**src/rtl/pds_pkg.sv**
```systemverilog
// Package for the pairwise distance sorter: sizes, key layout, command and status types.
// Depends on nothing; used by pds_types, the datapath, the controller and the top level.
package pds_pkg;

    localparam int MaxPoints  = 64;
    localparam int PtIdxW     = $clog2(MaxPoints);
    localparam int PtCntW     = $clog2(MaxPoints + 1);
    localparam int PairDepth  = MaxPoints * (MaxPoints - 1) / 2;
    localparam int PairAddrW  = $clog2(PairDepth);
    localparam int PairCntW   = $clog2(PairDepth + 1);
    localparam int SqW        = 34;
    localparam int KeyW       = SqW + 16;
    localparam int DistW      = 17;
    localparam int IdxOutW    = 6;

    typedef logic [KeyW-1:0] key_t;

    typedef enum logic [1:0] {
        OP_NONE  = 2'd0,
        OP_SQRT  = 2'd1
    } dp_op_t;

    // controller -> datapath commands
    typedef struct packed {
        logic                 pt_we;
        logic [PtIdxW-1:0]    pt_waddr;
        logic [PtIdxW-1:0]    pt_raddr;
        logic                 pair_we;       // write key to pair bank
        logic                 pair_bank;     // bank being written
        logic [PairAddrW-1:0] pair_waddr;
        logic                 pair_rbank;
        logic [PairAddrW-1:0] pair_raddr;
        logic                 pair_wsel;     // 0: distance key, 1: merge winner
        logic                 take_a;        // latch read data as A
        logic                 take_b;
        logic                 take_pi;       // latch point i
        logic [PtIdxW-1:0]    idx_i;
        logic [PtIdxW-1:0]    idx_j;
        logic                 merge_pick_b;  // winner select when writing
        logic                 sqrt_start;
    } dp_cmd_t;

    typedef struct packed {
        logic b_less;      // key B < key A
        logic sqrt_done;
        key_t sel_key;
    } dp_stat_t;

endpackage

```
**src/rtl/pds_types.sv**
```systemverilog
// Payload structs for the two channels.
// Depends on pds_pkg.
package pds_types;
    import pds_pkg::*;
    typedef struct packed {
        logic        mode;
        logic [15:0] point_x;
        logic [15:0] point_y;
        logic        final_point;
    } in_item_t;
    typedef struct packed {
        logic [IdxOutW-1:0] first_index;
        logic [IdxOutW-1:0] second_index;
        logic [DistW-1:0]   distance;
        logic               last_pair;
        logic               empty_res;
    } out_item_t;
endpackage

```
**src/rtl/pds_ctrl.sv**
```systemverilog
// Controller: load bookkeeping, pair generation, bottom-up merge sort, fetch sequencing.
// Depends on pds_pkg and pds_types.
module pds_ctrl
    import pds_pkg::*;
    import pds_types::*;
(
    input  logic      clk,
    input  logic      rst_n,
    input  in_item_t  in_item,
    input  logic      in_valid,
    output logic      in_ready,
    output out_item_t out_item,
    output logic      out_valid,
    input  logic      out_ready,
    output dp_cmd_t   cmd,
    input  dp_stat_t  stat,
    input  logic [DistW-1:0] sqrt_root
);
    typedef enum logic [3:0] {
        S_IDLE, S_GEN_PI, S_GEN_J, S_GEN_DRAIN,
        S_M_SETUP, S_M_RD, S_M_WAIT, S_M_CMP,
        S_F_RD, S_F_WAIT, S_F_START, S_F_SQRT, S_F_OUT
    } state_t;

    state_t               state_reg;
    logic [PtCntW-1:0]    loaded_reg;
    logic [PairCntW-1:0]  total_reg;
    logic [PairCntW-1:0]  fptr_reg;
    logic                 fin_reg;
    logic                 bank_reg;     // bank holding current sorted run data
    logic [PtIdxW-1:0]    i_reg, j_reg;
    logic [PtIdxW-1:0]    pi_d1, pj_d1, pi_d2, pj_d2, pi_d3, pj_d3;
    logic [2:0]           vld_d;
    logic [PairCntW-1:0]  k_reg;
    logic [PairCntW-1:0]  w_reg, lo_reg, a_reg, b_reg, mid_reg, hi_reg, o_reg;
    logic                 rd_b_reg;     // which side is being refilled
    logic                 both_reg;     // initial fill of both heads
    // point i read is issued in S_GEN_PI; data arrives in the next cycle
    logic                 gen_pi_d;
    logic                 gen_issue;
    logic [PairCntW-1:0]  m_raddr;

    function automatic logic [PairCntW-1:0] minp(input logic [PairCntW:0] x,
                                                  input logic [PairCntW-1:0] t);
        minp = (x < {1'b0, t}) ? x[PairCntW-1:0] : t;
    endfunction

    logic [PairCntW:0] n_ext;
    logic [PairCntW-1:0] npairs;
    always_comb
    begin
        n_ext  = (PairCntW+1)'(loaded_reg);
        npairs = (loaded_reg < PtCntW'(2)) ? '0 :
                 PairCntW'((n_ext * (n_ext - 1)) >> 1);
    end

    logic a_live, b_live, pick_b;
    assign a_live = a_reg < mid_reg;
    assign b_live = b_reg < hi_reg;
    assign pick_b = !a_live || (b_live && stat.b_less);

    assign in_ready  = (state_reg == S_IDLE) && !out_valid;
    assign gen_issue = (state_reg == S_GEN_J) && !gen_pi_d;
    assign m_raddr   = rd_b_reg ? b_reg : a_reg;

    always_comb
    begin
        cmd = '0;
        cmd.pt_waddr   = fin_reg ? '0 : loaded_reg[PtIdxW-1:0];
        cmd.pt_we      = in_valid && in_ready && !in_item.mode &&
                         (fin_reg || loaded_reg < PtCntW'(MaxPoints));
        cmd.pt_raddr   = (state_reg == S_GEN_PI) ? i_reg : j_reg;
        cmd.take_pi    = gen_pi_d;
        cmd.idx_i      = pi_d3;
        cmd.idx_j      = pj_d3;
        cmd.pair_we    = vld_d[2];
        cmd.pair_bank  = 1'b0;
        cmd.pair_waddr = k_reg[PairAddrW-1:0];
        cmd.pair_rbank = bank_reg;
        cmd.pair_raddr = m_raddr[PairAddrW-1:0];
        if (state_reg == S_M_WAIT)
        begin
            cmd.take_a = !rd_b_reg;
            cmd.take_b = rd_b_reg;
        end
        if (state_reg == S_M_CMP)
        begin
            cmd.pair_we      = 1'b1;
            cmd.pair_wsel    = 1'b1;
            cmd.pair_bank    = !bank_reg;
            cmd.pair_waddr   = o_reg[PairAddrW-1:0];
            cmd.merge_pick_b = pick_b;
        end
        if (state_reg == S_F_RD)
            cmd.pair_raddr = fptr_reg[PairAddrW-1:0];
        if (state_reg == S_F_WAIT)
            cmd.take_a = 1'b1;
        if (state_reg == S_F_START)
            cmd.sqrt_start = 1'b1;
    end

    always_ff @(posedge clk or negedge rst_n)
    begin
        if (!rst_n)
        begin
            state_reg <= S_IDLE;
            loaded_reg <= '0; total_reg <= '0; fptr_reg <= '0; fin_reg <= 1'b0;
            bank_reg <= 1'b0; i_reg <= '0; j_reg <= '0; vld_d <= '0; k_reg <= '0;
            pi_d1 <= '0; pj_d1 <= '0; pi_d2 <= '0; pj_d2 <= '0; pi_d3 <= '0; pj_d3 <= '0;
            w_reg <= '0; lo_reg <= '0; a_reg <= '0; b_reg <= '0; mid_reg <= '0;
            hi_reg <= '0; o_reg <= '0; rd_b_reg <= 1'b0; both_reg <= 1'b0;
            gen_pi_d <= 1'b0;
            out_valid <= 1'b0; out_item <= '0;
        end
        else
        begin
            gen_pi_d <= (state_reg == S_GEN_PI);
            if (out_valid && out_ready)
                out_valid <= 1'b0;
            // distance pipe: addr -> mem rd -> dx/dy -> square -> write
            vld_d <= {vld_d[1:0], gen_issue};
            pi_d1 <= i_reg; pi_d2 <= pi_d1; pi_d3 <= pi_d2;
            pj_d1 <= j_reg; pj_d2 <= pj_d1; pj_d3 <= pj_d2;
            if (vld_d[2])
                k_reg <= k_reg + PairCntW'(1);
            case (state_reg)
                S_IDLE:
                    if (in_valid && in_ready)
                    begin
                        if (!in_item.mode)
                        begin
                            if (fin_reg)
                            begin
                                fin_reg <= 1'b0;
                                fptr_reg <= '0;
                                loaded_reg <= PtCntW'(1);
                            end
                            else if (loaded_reg < PtCntW'(MaxPoints))
                                loaded_reg <= loaded_reg + PtCntW'(1);
                            if (in_item.final_point)
                            begin
                                state_reg <= S_GEN_PI;
                                i_reg <= '0;
                                k_reg <= '0;
                            end
                        end
                        else if (!fin_reg || fptr_reg >= total_reg)
                        begin
                            out_item <= '{first_index: '0, second_index: '0,
                                          distance: '0, last_pair: 1'b0,
                                          empty_res: 1'b1};
                            out_valid <= 1'b1;
                        end
                        else
                            state_reg <= S_F_RD;
                    end
                S_GEN_PI:
                begin
                    total_reg <= npairs;
                    fptr_reg  <= '0;
                    if (npairs == '0)
                    begin
                        fin_reg <= 1'b1;
                        state_reg <= S_IDLE;
                    end
                    else
                    begin
                        j_reg <= i_reg + PtIdxW'(1);
                        state_reg <= S_GEN_J;
                    end
                end
                S_GEN_J:
                    if (!gen_pi_d)
                    begin
                        if ((PtCntW)'(j_reg) + PtCntW'(1) == loaded_reg)
                        begin
                            if ((PtCntW)'(i_reg) + PtCntW'(2) == loaded_reg)
                                state_reg <= S_GEN_DRAIN;
                            else
                            begin
                                i_reg <= i_reg + PtIdxW'(1);
                                state_reg <= S_GEN_PI;
                            end
                        end
                        else
                            j_reg <= j_reg + PtIdxW'(1);
                    end
                S_GEN_DRAIN:
                    if (vld_d == '0 && !gen_pi_d)
                    begin
                        bank_reg <= 1'b0;
                        w_reg <= PairCntW'(1);
                        lo_reg <= '0;
                        state_reg <= S_M_SETUP;
                    end
                S_M_SETUP:
                    if (w_reg >= total_reg)
                    begin
                        fin_reg <= 1'b1;
                        state_reg <= S_IDLE;
                    end
                    else if (lo_reg >= total_reg)
                    begin
                        bank_reg <= !bank_reg;
                        w_reg <= w_reg << 1;
                        lo_reg <= '0;
                        // doubled width may not fit the counter; finish here
                        if (((PairCntW+1)'(w_reg) << 1) >= (PairCntW+1)'(total_reg))
                        begin
                            fin_reg <= 1'b1;
                            state_reg <= S_IDLE;
                        end
                    end
                    else
                    begin
                        a_reg   <= lo_reg;
                        o_reg   <= lo_reg;
                        mid_reg <= minp((PairCntW+1)'(lo_reg) + (PairCntW+1)'(w_reg), total_reg);
                        hi_reg  <= minp((PairCntW+1)'(lo_reg) + ((PairCntW+1)'(w_reg) << 1),
                                        total_reg);
                        b_reg   <= minp((PairCntW+1)'(lo_reg) + (PairCntW+1)'(w_reg), total_reg);
                        rd_b_reg <= 1'b0;
                        both_reg <= 1'b1;
                        state_reg <= S_M_RD;
                    end
                S_M_RD:
                    state_reg <= S_M_WAIT;
                S_M_WAIT:
                    if (both_reg)
                    begin
                        both_reg <= 1'b0;
                        rd_b_reg <= 1'b1;
                        state_reg <= S_M_RD;
                    end
                    else
                        state_reg <= S_M_CMP;
                S_M_CMP:
                begin
                    o_reg <= o_reg + PairCntW'(1);
                    rd_b_reg <= pick_b;
                    if (pick_b)
                        b_reg <= b_reg + PairCntW'(1);
                    else
                        a_reg <= a_reg + PairCntW'(1);
                    if (o_reg + PairCntW'(1) == hi_reg)
                    begin
                        lo_reg <= hi_reg;
                        state_reg <= S_M_SETUP;
                    end
                    else
                        state_reg <= S_M_RD;
                end
                S_F_RD:
                    state_reg <= S_F_WAIT;
                S_F_WAIT:
                    state_reg <= S_F_START;
                S_F_START:
                    state_reg <= S_F_SQRT;
                S_F_SQRT:
                    if (stat.sqrt_done)
                        state_reg <= S_F_OUT;
                S_F_OUT:
                begin
                    out_item <= '{first_index: stat.sel_key[8 +: IdxOutW],
                                  second_index: stat.sel_key[0 +: IdxOutW],
                                  distance: sqrt_root,
                                  last_pair: (fptr_reg + PairCntW'(1) == total_reg),
                                  empty_res: 1'b0};
                    out_valid <= 1'b1;
                    fptr_reg  <= fptr_reg + PairCntW'(1);
                    state_reg <= S_IDLE;
                end
                default:
                    state_reg <= S_IDLE;
            endcase
        end
    end
endmodule

```
**config.mk**
```make
export PLATFORM = sky130hd
export DESIGN_NAME = pds_ctrl
export DESIGN_NICKNAME = d
export VERILOG_FILES = /design/src/rtl/pds_pkg.sv /design/src/rtl/pds_types.sv /design/src/rtl/pds_ctrl.sv
export SDC_FILE = /design/constraint.sdc
export NUM_CORES = 1
export LEC_CHECK = 0
export ABC_AREA = 1
export BUFFER_PORTS_ARGS = -buffer_cell sky130_fd_sc_hd__buf_2
export CAP_MARGIN = 15
export CORE_ASPECT_RATIO = 1.75
export CORE_MARGIN = 2
export CORE_UTILIZATION = 25
export DETAILED_ROUTE_END_ITERATION = 16
export GPL_TIMING_DRIVEN = 0
export PLACE_DENSITY_LB_ADDON = 0.08
export SYNTH_ARGS = -nofsm -noshare
export SYNTH_HDL_FRONTEND = slang
export SYNTH_SLANG_ARGS = --single-unit
```
**constraint.sdc**
```tcl
create_clock -name clk -period 10 [get_ports clk]
set_input_delay 2 -clock clk [delete_from_list [all_inputs] [get_ports clk]]
set_output_delay 2 -clock clk [all_outputs]
set_load 0.01 [all_outputs]
```
==> metrics.txt, run 1 <==
run status=complete, no violations; Largest register FFs=31; CP Max Fanout=10; Largest Register=out_item; vias per cell=4.680; DP Wirelength=46,590 µm; min Tclk post-route=5.636 ns; Inst Count DP=2,952; DR WL/cell=19.29 µm; grt met3 use=1.627%; cts bufs inserted=25; Longest Clk Path Bufs=3; Pre-antenna DRT Iters=5; GRT overflow=0; final setup vio count=0; Pwr per Cell Area=387.1 mW/mm²; Async SR Flop Fraction=100.0%; Initial Utilization=25.15%; yosys warns=0; # hold bufs at CTS=0; Worst VDD drop=398.6 µV; IO Pins=196; Fin. Hold Viols=0; Worst Clk Skew=0.01066 ns; setup repair bufs after CTS=0; leading cell type in the layout, fill and taps excluded=nand2_1; crit path kind=reg -> reg; Pwr Total=7.002 mW; die width=192.7 µm; initial antenna violation count=1; pre-CTS WS=4.334 ns; HP Class=reg -> reg; endpoint type of the worst setup path=register; Clock Sinks=209; GRT Max-Usage Layer=met2; clock root cell=clkbuf_16; die area=0.06438 mm²; first-pass GRT wire length=87,590 µm; CP arrival=6.10 ns; 1st-iter DRT viols=600; max-slew violations=0; Final TNS setup=0 ns; Max Clock Freq=177.4 MHz; Crit path required time=10.46 ns; syn avg cell area=7.686 µm²; IO Port Bufs=125; flip-flop and latch count after synthesis=209; P&R area growth vs syn=16.16%; # diodes=0; core area=0.06192 mm²; final net count=2,464; worst setup margin=4.364 ns; Rel. slew slack=53.36%; vias in the first global route=14,580; chip height=334.2 µm; post-synthesis sequential area ratio=33.59%; main flop type after synthesis=dfrtp_1; ANT nets after route=0; area taken by multi-input logic gates=0.008905 mm²; Synth Cell Area=0.01557 mm²; Fill cells=6,685; Synth Instances=2,026; DRC errors left=0; commonest cells after routing, fill and taps aside=nand2_1, inv_1, dfrtp_1; TritonCTS clock tree=yes; EDFF count, synth=0; CTS clk-pin slew, worst paths=0.06 ns; largest net degree at the start of global routing=78; via count=14,030; row count=121; CTS resizes=0; Leakage=9.410 nW; Register Area=0.005230 mm²; Tcrit/Tclk final=56.36%; Max Cap Violations=0; Total GRT Usage=18.25%; Worst Hold Slack=0.3463 ns; GR met2 Demand/Resource=36.67%; global routing met1 resource utilization=18.33%; Synth cell types=53; share of layout cells above drive strength 1=13.23%; Routability Congestion=0.8539; Worst-Skew Late Latency=0.58 ns; CP startpoint kind=register; H-tree depth=1; non-filler instance count after layout=2,998; Slew @ Worst Pin=0.6996 ns; unrepaired setup endpoints after global routing=no; Detailed Route WL=57,830 µm; Synth Net Count=2,310
==> final cells by class <==
cell class              count  share of cell area [%]
flip-flops and latches    209                   28.91
clock inverters            13                  0.7747
well taps                 799                   5.527
multi-input cells        1465                   49.23
clock buffers              33                   3.791
plain buffers              63                   1.937
inverters                 289                   6.011
repair buffers            127                   3.818
==> Yosys cell counts, types with 3 or more instances <==
master / number / share of area [%]
a21o_1: 5 / 0.24
a21oi_1: 96 / 3.1
a22o_1: 29 / 1.6
a31oi_1: 6 / 0.24
buf_2: 25 / 0.80
buf_4: 6 / 0.29
buf_6: 8 / 0.58
clkbuf_1: 23 / 0.55
dfrtp_1: 209 / 34
fa_1: 32 / 4.1
ha_1: 145 / 12
inv_1: 274 / 6.6
inv_2: 13 / 0.31
mux2_2: 4 / 0.29
nand2_1: 433 / 10
nand2_2: 28 / 1.1
nand3_1: 140 / 4.5
nand3_2: 4 / 0.26
nand3b_1: 9 / 0.43
nand4_1: 55 / 2.2
nor2_1: 192 / 4.6
nor2_2: 10 / 0.40
nor2_4: 7 / 0.51
nor3_1: 26 / 0.84
nor3_2: 3 / 0.19
nor3b_1: 3 / 0.14
o211ai_1: 12 / 0.58
o21a_1: 4 / 0.19
o21ai_0: 112 / 3.6
o21ai_2: 7 / 0.39
o21bai_1: 4 / 0.19
o22ai_1: 21 / 0.84
o31ai_1: 3 / 0.14
xnor2_1: 11 / 0.62
xor2_1: 42 / 2.4
==> through the flow <==
stage	area (µm²)	util, %
2_1_floorplan	15570	-
3_3_place_gp	17200	27.77
3_5_place_dp	17260	27.88
4_1_cts	18090	29.21
5_1_grt	18090	29.21
6_report	18090	29.21
==> cells by family (layout without fill, tap and decap cells) <==
kind of cell               after synthesis  in the layout  synth area share, %
DFF                                    209            209                33.59
and+or+nand+nor                        921            921                26.27
adders and majority gates              177            177                15.76
muxes                                    5              5               0.3535
buffers and inverters                  352            525                9.232
AOI/OAI and AO/OA                      307            307                11.52
xor gates and xnor gates                55             55                3.270
==> report_power, final <==
part | total [mW] | switching, mW | internal [mW]
clock network | 0.949 | 0.410 | 0.538
logic | 4.76 | 3.03 | 1.73
registers | 1.29 | 0.230 | 1.06
total | 7.00 | 3.67 | 3.33
==> worst max-delay path, stage by stage, from the launching register on <==
cell and delay [ns]:
dfrtp_1 0.43, buf_6 0.18, inv_1 0.18, ha_1 0.23, nand4_1 0.12, xor2_1 0.35, inv_1 0.10, nand2_1 0.11
fa_1 0.45, fa_1 0.54, fa_1 0.52, fa_1 0.54, inv_1 0.04, ha_1 0.36, nand2_1 0.16, nor2_1 0.12
nand2_1 0.11, nand3_1 0.09, nand2_1 0.05, nand3_1 0.09, nand2_1 0.09, nor2_1 0.11, nand2_1 0.07, nand2_2 0.11
nand2_2 0.09, buf_6 0.16, nand2_2 0.06, o21ai_2 0.05
==> worst paths after layout <==
path	start	to	slack (ns)	cells past startpoint
setup / recovery	loaded_reg[1]	j_reg[0]	4.36	27
hold / removal	pi_d2[2]	pi_d3[2]	0.35	0
setup reg to reg	loaded_reg[1]	j_reg[0]	4.36	27
hold reg to reg	pi_d2[2]	pi_d3[2]	0.35	0
max in group asynchronous	rst_n	w_reg[7]	7.84	2
min in group asynchronous	rst_n	out_item[4]	1.34	1
==> per-layer routing <==
layer / up-vias / share of wire (%)
met4: 0 / 4.8
met5: - / 0
li1: 6970 / -
met1: 6707 / 36
met2: 253 / 57
met3: 101 / 2.8
Power figures use the tool's default switching activity.
==> run 2, diff against run 1 <==
==> constraint.sdc (replaced) <==
create_clock -name clk -period 5.9 [get_ports clk]
set_input_delay 1.18 -clock clk [delete_from_list [all_inputs] [get_ports clk]]
set_output_delay 1.18 -clock clk [all_outputs]
set_load 0.01 [all_outputs]
==> metrics.txt, run 2 (synthesis results as in run 1) <==
run status=complete, no violations; leading cell type in the layout, fill and taps excluded=nand2_1; crit path kind=reg -> reg; Pwr Total=11.91 mW; Total GRT Usage=18.25%; P&R area growth vs syn=16.37%; Pre-antenna DRT Iters=5; Fin. Hold Viols=0; core area=0.06192 mm²; family with the most delay on the worst path=adder cells; CP Max Fanout=10; via count=14,050; Worst Hold Slack=0.3463 ns; Max Clock Freq=180.7 MHz; CP max stage delay=0.55 ns; ANT nets after route=0; Buf+Inv Stages, Crit Path=6; Register Area=0.005230 mm²; commonest cells after routing, fill and taps aside=nand2_1, inv_1, dfrtp_1; GRT overflow=0; die area=0.06438 mm²; chip height=334.2 µm; Longest Clk Path Bufs=3; CP arrival=6.00 ns; vias in the first global route=14,580; Pwr per Cell Area=657.4 mW/mm²; final net count=2,466; CP startpoint kind=register; # diodes=0; die width=192.7 µm; Inst Count DP=2,952; clock root cell=clkbuf_16; Rel. slew slack=52.66%; Slew @ Worst Pin=0.7100 ns; endpoint type of the worst setup path=register; max-slew violations=0; largest net degree at the start of global routing=78; Worst VDD drop=681.0 µV; Worst Clk Skew=0.009410 ns; CTS clk-pin slew, worst paths=0.06 ns; HP Class=reg -> reg; IO Port Bufs=125; first-pass GRT wire length=87,590 µm; DP Wirelength=46,590 µm; cts bufs inserted=25; Worst-Skew Late Latency=0.57 ns; Initial Utilization=25.15%; Largest register FFs=31; TritonCTS clock tree=yes; IO Pins=196; Max Cap Violations=0; Routability Congestion=0.8539; Slowest cell on crit path=fa_1; DR WL/cell=19.30 µm; Fill cells=6,684; 1st-iter DRT viols=579; non-filler instance count after layout=3,000; Largest Register=out_item; # hold bufs at CTS=0; Tcrit/Tclk final=93.82%; Crit path required time=6.36 ns; area taken by multi-input logic gates=0.008917 mm²; Clock Sinks=209; row count=121; H-tree depth=1; min Tclk post-route=5.536 ns; DRC errors left=0; vias per cell=4.683; final setup vio count=0; Top cell by count, worst path=nand2_1; Final TNS setup=0 ns; share of layout cells above drive strength 1=13.49%; Detailed Route WL=57,900 µm; initial antenna violation count=1; Leakage=9.413 nW
-- run 2: cell count changes in the layout (fill, tap and decap cells not counted) --
| cell | previous run | this run |
|---|---|---|
| inv_1 | 274 | 273 |
| ha_2 | 0 | 2 |
| clkinvlp_4 | 1 | 2 |
| inv_4 | 1 | 2 |
| xor2_2 | 0 | 1 |
| inv_2 | 13 | 12 |
| buf_4 | 6 | 8 |
| ha_1 | 145 | 143 |
| xor2_1 | 42 | 41 |
-- run 2: metrics by stage --
step / area [µm²] / setup WS, ns / utilization (%)
floorplan: 15570 / 1.022 / -
global placement: 17200 / -0.4175 / 27.77
detailed placement: 17260 / 0.2341 / 27.88
CTS: 18090 / 0.2180 / 29.21
global route: 18120 / -0.001444 / 29.27
finish: 18120 / 0.3645 / 29.27
-- run 2: final timing paths --
kind / start / slack (ns) / endpoint / depth (start not counted)
max: loaded_reg[1] / 0.36 / j_reg[0] / 26
min: pi_d2[2] / 0.35 / pi_d3[2] / 0
max reg2reg: loaded_reg[1] / 0.36 / j_reg[0] / 26
min reg2reg: pi_d2[2] / 0.35 / pi_d3[2] / 0
max in group asynchronous: rst_n / 4.56 / w_reg[7] / 2
min in group asynchronous: rst_n / 0.52 / out_item[4] / 1
-- run 2: repair_timing --
action / in CTS / in global routing
resized for setup: 0 / 5
setup endpoints to repair: 0 / 8
buffers inserted: 0 / 2
-- run 2: cell type report --
| class | instances | share of cell area, % |
|---|---|---|
| Sequential cell | 209 | 28.86 |
| Clock buffer | 33 | 3.783 |
| Tap cell | 799 | 5.516 |
| Clock inverter | 13 | 0.7733 |
| Buffer | 63 | 1.933 |
| Inverter | 289 | 6.034 |
| Timing Repair Buffer | 129 | 3.894 |
| Multi-Input combinational cell | 1465 | 49.21 |
-- run 2: layer usage --
metal  up-vias  wire, µm  global-route usage (%)
li1       6978         -                       -
met1      6726     20720                   18.33
met4         0      2800                   8.348
met2       244     32760                   36.67
met3       101      1619                   1.627
met5         -         0                       0
-- run 2: report_power, final --
part           internal (mW)  switching [mW]
sequential              1.80           0.390
clock                  0.912           0.695
combinational           2.97            5.15
total                   5.68            6.23
